`src/rtl/ahdsr_pkg.sv`:
```
// Shared types, codes and defaults of the AHDSR envelope generator.
package ahdsr_pkg;

	localparam int TIME_BITS_DEF       = 24;
	localparam int LEVEL_FRAC_BITS_DEF = 16;

	localparam int ATTACK_RESET  = 480;
	localparam int HOLD_RESET    = 0;
	localparam int DECAY_RESET   = 9600;
	localparam int SUSTAIN_RESET = 45875;
	localparam int RELEASE_RESET = 14400;

	localparam int CFG_IDX_W = 3;
	localparam logic [CFG_IDX_W-1:0] REG_ATTACK    = 3'd0;
	localparam logic [CFG_IDX_W-1:0] REG_HOLD      = 3'd1;
	localparam logic [CFG_IDX_W-1:0] REG_DECAY     = 3'd2;
	localparam logic [CFG_IDX_W-1:0] REG_SUSTAIN   = 3'd3;
	localparam logic [CFG_IDX_W-1:0] REG_RELEASE   = 3'd4;
	localparam logic [CFG_IDX_W-1:0] REG_LOOP      = 3'd5;
	localparam logic [CFG_IDX_W-1:0] REG_RETRIGGER = 3'd6;
	localparam logic [CFG_IDX_W-1:0] REG_CURVE     = 3'd7;

	localparam logic [1:0] CURVE_LIN = 2'd0;
	localparam logic [1:0] CURVE_SQ  = 2'd1;
	localparam logic [1:0] CURVE_LOG = 2'd2;

	localparam logic OP_TICK = 1'b0;
	localparam logic OP_GATE = 1'b1;

	typedef enum logic [2:0] {
		PH_IDLE    = 3'd0,
		PH_ATTACK  = 3'd1,
		PH_HOLD    = 3'd2,
		PH_DECAY   = 3'd3,
		PH_SUSTAIN = 3'd4,
		PH_RELEASE = 3'd5
	} phase_t;

	typedef enum logic [1:0] {
		EL_KEEP,
		EL_INC,
		EL_CLR,
		EL_GATE
	} el_op_t;

	typedef enum logic [1:0] {
		LVL_ZERO,
		LVL_ONE,
		LVL_SUST,
		LVL_CALC
	} lvl_sel_t;

	typedef enum logic [1:0] {
		MUL_CURVE,
		MUL_LEVEL,
		MUL_GATE
	} mul_sel_t;

	typedef struct packed {
		phase_t   ph;
		el_op_t   el_op;
		lvl_sel_t lvl_sel;
		logic     lvl_we;
		logic     rsl_load;
		logic     p_one;
		logic     div_start;
		logic     div_step;
		mul_sel_t mul_sel;
		logic     mul_we;
		logic     shape_we;
	} ahdsr_cmd_t;

	typedef struct packed {
		logic e_ge_len;
		logic div_last;
		logic lvl_ge_one;
		logic lvl_le_sust;
		logic lvl_zero;
		logic hold_nz;
	} ahdsr_stat_t;

endpackage

```
`src/rtl/ahdsr_datapath.sv`:
```
// Datapath: elapsed counter, level registers, fraction divider and shared multiplier.
module ahdsr_datapath #(
	parameter int TIME_BITS       = ahdsr_pkg::TIME_BITS_DEF,
	parameter int LEVEL_FRAC_BITS = ahdsr_pkg::LEVEL_FRAC_BITS_DEF
) (
	input  logic                       clk,
	input  logic                       arst_n,
	input  logic [TIME_BITS-1:0]       attack_len,
	input  logic [TIME_BITS-1:0]       hold_len,
	input  logic [TIME_BITS-1:0]       decay_len,
	input  logic [TIME_BITS-1:0]       release_len,
	input  logic [LEVEL_FRAC_BITS:0]   sustain,
	input  logic [1:0]                 curve,
	input  ahdsr_pkg::ahdsr_cmd_t      cmd,
	output ahdsr_pkg::ahdsr_stat_t     stat,
	output logic [LEVEL_FRAC_BITS:0]   cur_level
);

	localparam int LVL_W   = LEVEL_FRAC_BITS + 1;
	localparam int MUL_B_W = (TIME_BITS > LVL_W) ? TIME_BITS : LVL_W;
	localparam int PROD_W  = LVL_W + MUL_B_W;
	localparam int CNT_W   = $clog2(LEVEL_FRAC_BITS);
	localparam logic [LVL_W-1:0]     ONE      = {1'b1, {LEVEL_FRAC_BITS{1'b0}}};
	localparam logic [TIME_BITS-1:0] TIME_MAX = {TIME_BITS{1'b1}};
	localparam logic [CNT_W-1:0]     CNT_LAST = CNT_W'(LEVEL_FRAC_BITS - 1);

	logic [TIME_BITS-1:0]       elapsed_q;
	logic [LVL_W-1:0]           level_q;
	logic [LVL_W-1:0]           rsl_q;
	logic [LVL_W-1:0]           p_q;
	logic [LVL_W-1:0]           shape_q;
	logic [PROD_W-1:0]          prod_q;
	logic [TIME_BITS-1:0]       rem_q;
	logic [LEVEL_FRAC_BITS-1:0] quo_q;
	logic [CNT_W-1:0]           cnt_q;

	logic [TIME_BITS-1:0]       sel_len;
	logic [LVL_W-1:0]           s_eff;
	logic [LVL_W-1:0]           mul_a;
	logic [MUL_B_W-1:0]         mul_b;
	logic [PROD_W-1:0]          prod_d;
	logic [LVL_W-1:0]           prod_lvl;
	logic [LVL_W-1:0]           shape_d;
	logic [LVL_W-1:0]           calc_lvl;
	logic [LVL_W-1:0]           level_d;
	logic [TIME_BITS:0]         rem_dbl;
	logic                       rem_ge;
	logic [TIME_BITS-1:0]       rem_next;
	logic [LEVEL_FRAC_BITS-1:0] quo_next;

	assign s_eff    = (sustain > ONE) ? ONE : sustain;
	assign prod_lvl = prod_q[LEVEL_FRAC_BITS +: LVL_W];

	always_comb begin
		case (cmd.ph)
			ahdsr_pkg::PH_HOLD:    sel_len = hold_len;
			ahdsr_pkg::PH_DECAY:   sel_len = decay_len;
			ahdsr_pkg::PH_RELEASE: sel_len = release_len;
			default:               sel_len = attack_len;
		endcase
	end

	// one quotient bit per step: remainder stays below the length
	assign rem_dbl  = {rem_q, 1'b0};
	assign rem_ge   = rem_dbl >= {1'b0, sel_len};
	assign rem_next = rem_ge ? TIME_BITS'(rem_dbl - {1'b0, sel_len}) : rem_dbl[TIME_BITS-1:0];
	assign quo_next = {quo_q[LEVEL_FRAC_BITS-2:0], rem_ge};

	always_comb begin
		mul_a = p_q;
		mul_b = MUL_B_W'(p_q);
		case (cmd.mul_sel)
			ahdsr_pkg::MUL_CURVE: begin
				mul_a = (curve == ahdsr_pkg::CURVE_LOG) ? ONE - p_q : p_q;
				mul_b = MUL_B_W'(mul_a);
			end
			ahdsr_pkg::MUL_LEVEL: begin
				case (cmd.ph)
					ahdsr_pkg::PH_DECAY: begin
						mul_a = ONE - s_eff;
						mul_b = MUL_B_W'(shape_q);
					end
					ahdsr_pkg::PH_RELEASE: begin
						mul_a = rsl_q;
						mul_b = MUL_B_W'(ONE - shape_q);
					end
					default: begin
						mul_a = shape_q;
						mul_b = MUL_B_W'(ONE);
					end
				endcase
			end
			ahdsr_pkg::MUL_GATE: begin
				mul_a = level_q;
				mul_b = MUL_B_W'(attack_len);
			end
			default: begin
				mul_a = p_q;
				mul_b = MUL_B_W'(p_q);
			end
		endcase
	end

	assign prod_d = {{MUL_B_W{1'b0}}, mul_a} * {{LVL_W{1'b0}}, mul_b};

	always_comb begin
		case (curve)
			ahdsr_pkg::CURVE_LIN: shape_d = p_q;
			ahdsr_pkg::CURVE_SQ:  shape_d = prod_lvl;
			default:              shape_d = ONE - prod_lvl;
		endcase
	end

	always_comb begin
		case (cmd.ph)
			ahdsr_pkg::PH_DECAY:   calc_lvl = ONE - prod_lvl;
			ahdsr_pkg::PH_RELEASE: calc_lvl = prod_lvl;
			default:               calc_lvl = shape_q;
		endcase
	end

	always_comb begin
		case (cmd.lvl_sel)
			ahdsr_pkg::LVL_ZERO: level_d = '0;
			ahdsr_pkg::LVL_ONE:  level_d = ONE;
			ahdsr_pkg::LVL_SUST: level_d = s_eff;
			default:             level_d = calc_lvl;
		endcase
	end

	always_ff @(posedge clk or negedge arst_n) begin
		if (!arst_n) begin
			elapsed_q <= '0;
			level_q   <= '0;
			rsl_q     <= '0;
			cnt_q     <= '0;
		end else begin
			case (cmd.el_op)
				ahdsr_pkg::EL_INC:  if (elapsed_q != TIME_MAX) elapsed_q <= elapsed_q + 1'b1;
				ahdsr_pkg::EL_CLR:  elapsed_q <= '0;
				// level never exceeds one, so this stays within the attack length
				ahdsr_pkg::EL_GATE: elapsed_q <= prod_q[LEVEL_FRAC_BITS +: TIME_BITS];
				default:            elapsed_q <= elapsed_q;
			endcase
			if (cmd.lvl_we) level_q <= level_d;
			if (cmd.rsl_load) rsl_q <= level_q;
			if (cmd.div_start) begin
				cnt_q <= '0;
			end else if (cmd.div_step) begin
				cnt_q <= cnt_q + 1'b1;
			end
		end
	end

	always_ff @(posedge clk) begin
		if (cmd.div_start) begin
			rem_q <= elapsed_q;
			quo_q <= '0;
		end else if (cmd.div_step) begin
			rem_q <= rem_next;
			quo_q <= quo_next;
		end
		if (cmd.p_one) begin
			p_q <= ONE;
		end else if (cmd.div_step && (cnt_q == CNT_LAST)) begin
			p_q <= LVL_W'(quo_next);
		end
		if (cmd.mul_we) prod_q <= prod_d;
		if (cmd.shape_we) shape_q <= shape_d;
	end

	assign stat.e_ge_len    = elapsed_q >= sel_len;
	assign stat.div_last    = cnt_q == CNT_LAST;
	assign stat.lvl_ge_one  = calc_lvl >= ONE;
	assign stat.lvl_le_sust = calc_lvl <= s_eff;
	assign stat.lvl_zero    = calc_lvl == '0;
	assign stat.hold_nz     = hold_len != '0;

	assign cur_level = level_q;

endmodule

```
`src/rtl/ahdsr_ctrl.sv`:
```
// Controller: envelope phase and the step sequencer that drives the datapath.
module ahdsr_ctrl (
	input  logic                   clk,
	input  logic                   arst_n,
	input  logic                   in_valid,
	output logic                   in_ready,
	input  logic                   opcode,
	input  logic                   gate_open,
	input  logic                   loop_en,
	input  logic                   retrig_en,
	input  logic                   out_busy,
	output logic                   out_load,
	output ahdsr_pkg::phase_t      env_phase,
	input  ahdsr_pkg::ahdsr_stat_t stat,
	output ahdsr_pkg::ahdsr_cmd_t  cmd
);

	typedef enum logic [3:0] {
		ST_IDLE,
		ST_TICK,
		ST_START,
		ST_DIV,
		ST_MUL1,
		ST_SHAPE,
		ST_MUL2,
		ST_FIN,
		ST_GATE,
		ST_GMUL,
		ST_OUT
	} state_t;

	state_t            state_q, state_d;
	ahdsr_pkg::phase_t phase_q, phase_d;
	logic              gate_q;

	always_comb begin
		state_d     = state_q;
		phase_d     = phase_q;
		cmd         = '0;
		cmd.ph      = phase_q;
		cmd.el_op   = ahdsr_pkg::EL_KEEP;
		cmd.lvl_sel = ahdsr_pkg::LVL_CALC;
		cmd.mul_sel = ahdsr_pkg::MUL_CURVE;
		out_load    = 1'b0;
		case (state_q)
			ST_IDLE: begin
				if (in_valid) state_d = (opcode == ahdsr_pkg::OP_TICK) ? ST_TICK : ST_GATE;
			end
			ST_TICK: begin
				case (phase_q)
					ahdsr_pkg::PH_IDLE: begin
						cmd.lvl_sel = ahdsr_pkg::LVL_ZERO;
						cmd.lvl_we  = 1'b1;
						state_d     = ST_OUT;
					end
					ahdsr_pkg::PH_SUSTAIN: begin
						cmd.lvl_sel = ahdsr_pkg::LVL_SUST;
						cmd.lvl_we  = 1'b1;
						state_d     = ST_OUT;
					end
					default: begin
						cmd.el_op = ahdsr_pkg::EL_INC;
						state_d   = ST_START;
					end
				endcase
			end
			ST_START: begin
				if (phase_q == ahdsr_pkg::PH_HOLD) begin
					cmd.lvl_sel = ahdsr_pkg::LVL_ONE;
					cmd.lvl_we  = 1'b1;
					if (stat.e_ge_len) begin
						phase_d   = ahdsr_pkg::PH_DECAY;
						cmd.el_op = ahdsr_pkg::EL_CLR;
					end
					state_d = ST_OUT;
				end else if (stat.e_ge_len) begin
					// zero length or past the end: progress is full scale
					cmd.p_one = 1'b1;
					state_d   = ST_MUL1;
				end else begin
					cmd.div_start = 1'b1;
					state_d       = ST_DIV;
				end
			end
			ST_DIV: begin
				cmd.div_step = 1'b1;
				if (stat.div_last) state_d = ST_MUL1;
			end
			ST_MUL1: begin
				cmd.mul_sel = ahdsr_pkg::MUL_CURVE;
				cmd.mul_we  = 1'b1;
				state_d     = ST_SHAPE;
			end
			ST_SHAPE: begin
				cmd.shape_we = 1'b1;
				state_d      = ST_MUL2;
			end
			ST_MUL2: begin
				cmd.mul_sel = ahdsr_pkg::MUL_LEVEL;
				cmd.mul_we  = 1'b1;
				state_d     = ST_FIN;
			end
			ST_FIN: begin
				cmd.lvl_we = 1'b1;
				case (phase_q)
					ahdsr_pkg::PH_ATTACK: begin
						if (stat.e_ge_len || stat.lvl_ge_one) begin
							cmd.lvl_sel = ahdsr_pkg::LVL_ONE;
							cmd.el_op   = ahdsr_pkg::EL_CLR;
							phase_d     = stat.hold_nz ? ahdsr_pkg::PH_HOLD : ahdsr_pkg::PH_DECAY;
						end
					end
					ahdsr_pkg::PH_DECAY: begin
						if (stat.lvl_le_sust) begin
							cmd.lvl_sel = ahdsr_pkg::LVL_SUST;
							cmd.el_op   = ahdsr_pkg::EL_CLR;
							phase_d     = ahdsr_pkg::PH_SUSTAIN;
						end
					end
					ahdsr_pkg::PH_RELEASE: begin
						if (stat.lvl_zero) begin
							cmd.el_op = ahdsr_pkg::EL_CLR;
							phase_d   = loop_en ? ahdsr_pkg::PH_ATTACK : ahdsr_pkg::PH_IDLE;
						end
					end
					default: ;
				endcase
				state_d = ST_OUT;
			end
			ST_GATE: begin
				state_d = ST_OUT;
				if (gate_q) begin
					if (retrig_en) begin
						phase_d     = ahdsr_pkg::PH_ATTACK;
						cmd.el_op   = ahdsr_pkg::EL_CLR;
						cmd.lvl_sel = ahdsr_pkg::LVL_ZERO;
						cmd.lvl_we  = 1'b1;
					end else begin
						case (phase_q)
							ahdsr_pkg::PH_IDLE: begin
								phase_d   = ahdsr_pkg::PH_ATTACK;
								cmd.el_op = ahdsr_pkg::EL_CLR;
							end
							ahdsr_pkg::PH_DECAY, ahdsr_pkg::PH_SUSTAIN, ahdsr_pkg::PH_RELEASE: begin
								// resume attack at the tick that matches the present level
								cmd.mul_sel = ahdsr_pkg::MUL_GATE;
								cmd.mul_we  = 1'b1;
								state_d     = ST_GMUL;
							end
							default: ;
						endcase
					end
				end else begin
					case (phase_q)
						ahdsr_pkg::PH_ATTACK, ahdsr_pkg::PH_HOLD,
						ahdsr_pkg::PH_DECAY, ahdsr_pkg::PH_SUSTAIN: begin
							cmd.rsl_load = 1'b1;
							cmd.el_op    = ahdsr_pkg::EL_CLR;
							phase_d      = ahdsr_pkg::PH_RELEASE;
						end
						default: ;
					endcase
				end
			end
			ST_GMUL: begin
				cmd.el_op = ahdsr_pkg::EL_GATE;
				phase_d   = ahdsr_pkg::PH_ATTACK;
				state_d   = ST_OUT;
			end
			ST_OUT: begin
				if (!out_busy) begin
					out_load = 1'b1;
					state_d  = ST_IDLE;
				end
			end
			default: state_d = ST_IDLE;
		endcase
	end

	always_ff @(posedge clk or negedge arst_n) begin
		if (!arst_n) begin
			state_q <= ST_IDLE;
			phase_q <= ahdsr_pkg::PH_IDLE;
			gate_q  <= 1'b0;
		end else begin
			state_q <= state_d;
			phase_q <= phase_d;
			if (state_q == ST_IDLE && in_valid) begin
				gate_q <= gate_open;
			end
		end
	end

	assign in_ready  = (state_q == ST_IDLE);
	assign env_phase = phase_q;

endmodule

```
`src/rtl/ahdsr_envelope_generator.sv`:
```
// Top level: configuration registers, result register and the controller/datapath pair.
// AHDSR envelope generator.
// Input channel (in_valid/in_ready, opcode, gate_open): one beat is either a time
// tick (opcode 0) or a gate edge (opcode 1, gate_open 1 rising, 0 falling).
// Output channel (out_valid/out_ready, level, phase_now): one beat per input beat,
// level in Q1.16 (full scale 65536 at default widths), phase 0 idle .. 5 release.
// One input beat is processed at a time. For a tick in attack, decay or release
// the progress fraction comes from a restoring divider that yields one bit per
// cycle, followed by two passes through the shared multiplier. Once the elapsed
// count has reached the phase length the divider is skipped. Ticks in idle, hold
// or sustain and gate edges use neither, apart from rising gates that resume
// attack from decay, sustain or release, which take one multiplier pass.
// The result sits in an output register; the next input beat is accepted while it
// waits, and the controller holds its finished result until that register frees,
// so a stalled receiver stalls the input after at most one further beat.
// Configuration (cfg_write/cfg_index/cfg_data) must be written between beats only; the block does not enforce this.
// Reset clears the envelope to idle at level zero and loads the default settings.
module ahdsr_envelope_generator #(
	parameter int TIME_BITS       = ahdsr_pkg::TIME_BITS_DEF,
	parameter int LEVEL_FRAC_BITS = ahdsr_pkg::LEVEL_FRAC_BITS_DEF,
	parameter int CFG_W           = (TIME_BITS > LEVEL_FRAC_BITS + 1) ?
	                                TIME_BITS : LEVEL_FRAC_BITS + 1
) (
	input  logic                            clk,
	input  logic                            arst_n,
	input  logic                            cfg_write,
	input  logic [ahdsr_pkg::CFG_IDX_W-1:0] cfg_index,
	input  logic [CFG_W-1:0]                cfg_data,
	input  logic                            in_valid,
	output logic                            in_ready,
	input  logic                            opcode,
	input  logic                            gate_open,
	output logic                            out_valid,
	input  logic                            out_ready,
	output logic [LEVEL_FRAC_BITS:0]        level,
	output logic [2:0]                      phase_now
);

	localparam int LVL_W = LEVEL_FRAC_BITS + 1;

	logic [TIME_BITS-1:0] attack_q;
	logic [TIME_BITS-1:0] hold_q;
	logic [TIME_BITS-1:0] decay_q;
	logic [LVL_W-1:0]     sustain_q;
	logic [TIME_BITS-1:0] release_q;
	logic                 loop_q;
	logic                 retrig_q;
	logic [1:0]           curve_q;

	logic                   out_valid_q;
	logic [LVL_W-1:0]       level_q;
	logic [2:0]             phase_now_q;
	logic                   out_load;
	logic                   out_busy;
	logic [LVL_W-1:0]       cur_level;
	ahdsr_pkg::phase_t      env_phase;
	ahdsr_pkg::ahdsr_cmd_t  cmd;
	ahdsr_pkg::ahdsr_stat_t stat;

	always_ff @(posedge clk or negedge arst_n) begin
		if (!arst_n) begin
			attack_q  <= TIME_BITS'(ahdsr_pkg::ATTACK_RESET);
			hold_q    <= TIME_BITS'(ahdsr_pkg::HOLD_RESET);
			decay_q   <= TIME_BITS'(ahdsr_pkg::DECAY_RESET);
			sustain_q <= LVL_W'(ahdsr_pkg::SUSTAIN_RESET);
			release_q <= TIME_BITS'(ahdsr_pkg::RELEASE_RESET);
			loop_q    <= 1'b0;
			retrig_q  <= 1'b0;
			curve_q   <= ahdsr_pkg::CURVE_LIN;
		end else if (cfg_write) begin
			case (cfg_index)
				ahdsr_pkg::REG_ATTACK:    attack_q  <= cfg_data[TIME_BITS-1:0];
				ahdsr_pkg::REG_HOLD:      hold_q    <= cfg_data[TIME_BITS-1:0];
				ahdsr_pkg::REG_DECAY:     decay_q   <= cfg_data[TIME_BITS-1:0];
				ahdsr_pkg::REG_SUSTAIN:   sustain_q <= cfg_data[LVL_W-1:0];
				ahdsr_pkg::REG_RELEASE:   release_q <= cfg_data[TIME_BITS-1:0];
				ahdsr_pkg::REG_LOOP:      loop_q    <= cfg_data[0];
				ahdsr_pkg::REG_RETRIGGER: retrig_q  <= cfg_data[0];
				ahdsr_pkg::REG_CURVE:
					// unused curve code falls back to the log curve
					curve_q <= (cfg_data[1:0] > ahdsr_pkg::CURVE_LOG) ?
						ahdsr_pkg::CURVE_LOG : cfg_data[1:0];
				default: ;
			endcase
		end
	end

	assign out_busy = out_valid_q && !out_ready;

	always_ff @(posedge clk or negedge arst_n) begin
		if (!arst_n) begin
			out_valid_q <= 1'b0;
		end else if (out_load) begin
			out_valid_q <= 1'b1;
		end else if (out_ready) begin
			out_valid_q <= 1'b0;
		end
	end

	always_ff @(posedge clk) begin
		if (out_load) begin
			level_q     <= cur_level;
			phase_now_q <= 3'(env_phase);
		end
	end

	ahdsr_ctrl u_ctrl (
		.clk       (clk),
		.arst_n    (arst_n),
		.in_valid  (in_valid),
		.in_ready  (in_ready),
		.opcode    (opcode),
		.gate_open (gate_open),
		.loop_en   (loop_q),
		.retrig_en (retrig_q),
		.out_busy  (out_busy),
		.out_load  (out_load),
		.env_phase (env_phase),
		.stat      (stat),
		.cmd       (cmd)
	);

	ahdsr_datapath #(
		.TIME_BITS       (TIME_BITS),
		.LEVEL_FRAC_BITS (LEVEL_FRAC_BITS)
	) u_datapath (
		.clk         (clk),
		.arst_n      (arst_n),
		.attack_len  (attack_q),
		.hold_len    (hold_q),
		.decay_len   (decay_q),
		.release_len (release_q),
		.sustain     (sustain_q),
		.curve       (curve_q),
		.cmd         (cmd),
		.stat        (stat),
		.cur_level   (cur_level)
	);

	assign out_valid = out_valid_q;
	assign level     = level_q;
	assign phase_now = phase_now_q;

endmodule

```
`config.mk`:
```
export PLATFORM = sky130hd
export DESIGN_NAME = ahdsr_envelope_generator
export DESIGN_NICKNAME = d
export VERILOG_FILES = /design/src/rtl/ahdsr_pkg.sv /design/src/rtl/ahdsr_datapath.sv /design/src/rtl/ahdsr_ctrl.sv /design/src/rtl/ahdsr_envelope_generator.sv
export SDC_FILE = /design/constraint.sdc
export NUM_CORES = 2
export LEC_CHECK = 0
export BUFFER_PORTS_ARGS = -buffer_cell sky130_fd_sc_hd__buf_4
export CORE_MARGIN = 5
export CORE_UTILIZATION = 60
export CTS_CLUSTER_DIAMETER = 60
export DETAILED_ROUTE_END_ITERATION = 8
export PLACE_DENSITY_LB_ADDON = 0.1
export SYNTH_ARGS = -nofsm -noshare
export SYNTH_HDL_FRONTEND = slang
export SYNTH_SLANG_ARGS = --single-unit
```
`constraint.sdc`:
```
create_clock -name clk -period 16.7 [get_ports clk]
set_clock_uncertainty 0.05 [all_clocks]
set_input_delay 3.34 -clock clk [delete_from_list [all_inputs] [get_ports clk]]
set_output_delay 3.34 -clock clk [all_outputs]
set_load 0.01 [all_outputs]
```
==> impl_metrics.json <==
{
  "status": "completed",
  "grt_overflow": 0,
  "antenna_left": 0,
  "grt_pass1_wl_mm": 148,
  "hp-class": "reg -> reg",
  "drt_pass1_iterations": 6,
  "io_pins": 56,
  "cp.arrival_ns": 10.24,
  "cts_buffers": 37,
  "initialDrtViolationCount": 2264,
  "crit_fanout": 64,
  "yosys.area_share.xor_xnor": 0.0206,
  "yosysMostFrequentCell": "nand2_1",
  "maxSlewHeadroom": 0.136,
  "finalHoldViolations": 0,
  "slowest_delay_ns": 1.00,
  "synth_compound_area_frac": 0.127,
  "ys_top_cells_by_count": "534 x nand2_1, 435 x inv_1, 327 x fa_1",
  "final-seq-area_sq_um": 7930,
  "synth_fa_ha_area_frac": 0.283,
  "yosys_register_bits": 305,
  "routedWlPerCell_um": 22.7,
  "postCtsSetupBuffers": 0,
  "cp_top_family": "adder cells",
  "syn_area_per_cell_sq_um": 9.07,
  "regToRegSetupSlack_ns": 6.67,
  "synth_ff_type": "dfrtp_1",
  "post-route-drc-count": 0,
  "crit_path_frequent_cell": "fa_1",
  "hpwlAfterDp_mm": 70.0,
  "numPortBuffers": 55,
  "antenna_found_initial": 4,
  "dieArea_sq_um": 56300,
  "antennaDiodeCount": 0,
  "max_freq_mhz": 99.7,
  "htree_levels": 2,
  "reg2reg_to": "u_datapath.prod_q[39]",
  "synthArstFlopShare": 0.616,
  "drv_slew": 0,
  "routed_wl_mm": 92.9,
  "syn_inst": 3414,
  "cts_resized": 0,
  "setup_viol": 0,
  "crit_path_end_kind": "flip-flop",
  "synth_edf_count": 85,
  "reg2reg_from": "u_ctrl.env_phase[2]",
  "critical_path_class": "reg -> reg",
  "fillerInstances": 4287,
  "rsz0062_at_grt": "no",
  "ys_types": 93,
  "vias": 25400,
  "synth_top_area_share": 0.211,
  "fin_crit_ns": 10.03,
  "drt-vias-per-instance": 6.22,
  "synth_top_family_by_area": "adder cells",
  "synth-simple-area-share": 0.164,
  "clk_latency_ns": 0.55,
  "grt_pass1_vias": 25900,
  "synth_top_area_cell": "fa_1",
  "ctsHoldBuffers": 0,
  "die_w_um": 237,
  "cp-start-kind": "flip-flop",
  "worstPathRequired_ns": 16.92,
  "holdWs_ns": 0.422,
  "maxCapViolCount": 0,
  "worst_pin_slew_ns": 1.28,
  "rr_worst_depth": 30,
  "cts_tree": "done",
  "crit_start": "u_ctrl.env_phase[2]",
  "syn_to_final_growth_pct": 7.59,
  "core_sq_um": 51200,
  "synth_area_sq_um": 31000,
  "cts_root_buf": "clkbuf_16",
  "setup_tns_ns": 0,
  "finalWeightedCongestion": 0.994,
  "netlist_top_cells_area": "fa_1 21%, dfrtp_1 13%, edfxtp_1 8.2%",
  "clock-sinks": 305,
  "critPathBufInv": 7,
  "ys_seq_area_frac": 0.256,
  "synth_mux_area_frac": 0.0728,
  "cts_buffer_depth": 3,
  "rows": 83,
  "syn-num-nets": 3953,
  "period_share": 0.600,
  "clk_pin_slew_ns": 0.06,
  "multi_input_area_sq_um": 20700,
  "crit_slowest_cell": "a221o_1",
  "cp-endpoint": "u_datapath.prod_q[39]",
  "cp_num_cells": 30,
  "die_h_um": 237,
  "ys_warn_count": 0,
  "fin_nets": 3915,
  "grt_start_max_net_pins": 70,
  "initial_core_util": 0.605,
  "grt_use_total": 0.331,
  "drive_gt1_frac": 0.115
}
registers in the layout, summed over array words and instances, names as in the netlist, 24 cells and up:
| name | flops |
|---|---|
| release_q | 24 |
| hold_q | 24 |
| u_datapath.elapsed_q | 24 |
| decay_q | 24 |
| attack_q | 24 |
| u_datapath.rem_q | 24 |
| u_datapath.prod_q | 24 |
cell type report:
class / count / share of cell area
Multi-Input combinational cell: 2485 / 0.622
Sequential cell: 305 / 0.238
Tap cell: 680 / 0.0255
Clock buffer: 54 / 0.0340
Inverter: 436 / 0.0491
Timing Repair Buffer: 111 / 0.0252
Clock inverter: 14 / 0.00578
cell families after synthesis:
family,after synthesis
and+or+nand+nor,1110
buffers and inverters,624
AOI/OAI and AO/OA,590
adders and majority gates,505
DFF,305
muxes,208
xor gates and xnor gates,72
cells in the final DEF (no fill, tap or decap), drive strengths merged, types with 14 or more instances in the layout:
cell / netlist / routed
a21o: 26 / 26
a21oi: 160 / 160
a221o: 35 / 35
a221oi: 17 / 17
a22oi: 14 / 14
a2bb2oi: 15 / 15
a31oi: 18 / 18
and2: 77 / 77
and3: 18 / 18
buf: 22 / 110
clkbuf: 166 / 55
dfrtp: 167 / 167
dfstp: 21 / 21
dfxtp: 32 / 32
edfxtp: 85 / 85
fa: 327 / 327
ha: 178 / 178
inv: 436 / 441
mux2: 138 / 138
mux2i: 70 / 70
nand2: 534 / 534
nand2b: 21 / 21
nand3: 46 / 46
nand4: 19 / 19
nor2: 230 / 230
nor2b: 17 / 17
nor3: 57 / 57
nor4: 23 / 23
o21a: 23 / 23
o21ai: 143 / 143
or2: 14 / 14
or3: 17 / 17
xnor2: 42 / 42
xor2: 30 / 30
metal layers:
metal | wire [um] | track usage | up-vias
met1 | 38500 | 0.464 | 12700
met2 | 43300 | 0.527 | 1095
met4 | 3590 | 0.111 | 2
li1 | - | - | 11400
met3 | 7520 | 0.0611 | 205
met5 | 35 | 0 | -
per-stage QoR:
step	std cells	util	setup WS (ns)	cell area (sq um)
6_report	4085	0.651	6.67	33300
5_1_grt	4085	0.651	6.27	33300
4_1_cts	4085	0.651	6.81	33300
3_5_place_dp	4017	0.625	6.86	32000
3_3_place_gp	4017	0.625	7.01	32000
2_1_floorplan	3414	-	8.19	31000
tightest hold or removal path, stage by stage, from the launching register on:
cell	delay (ns)
dfxtp_1	0.32
nand2_1	0.06
a21oi_1	0.05
worst min path at each step:
stage / cells after the start / slack (ns) / to / from
after floorplan: 0 / 0.37 / phase_now[2] / u_ctrl.env_phase[2]
after global placement: 2 / 0.40 / u_datapath.quo_q[14] / u_datapath.quo_q[14]
after detailed placement: 2 / 0.41 / u_datapath.p_q[14] / u_datapath.quo_q[13]
after CTS: 2 / 0.42 / u_datapath.p_q[13] / u_datapath.quo_q[12]
after global routing: 2 / 0.44 / u_datapath.p_q[14] / u_datapath.quo_q[13]
final: 2 / 0.42 / u_datapath.p_q[13] / u_datapath.quo_q[12]
Power is not shown: default switching activity piles up to over one toggle a cycle in this logic, so the estimate is an artifact.
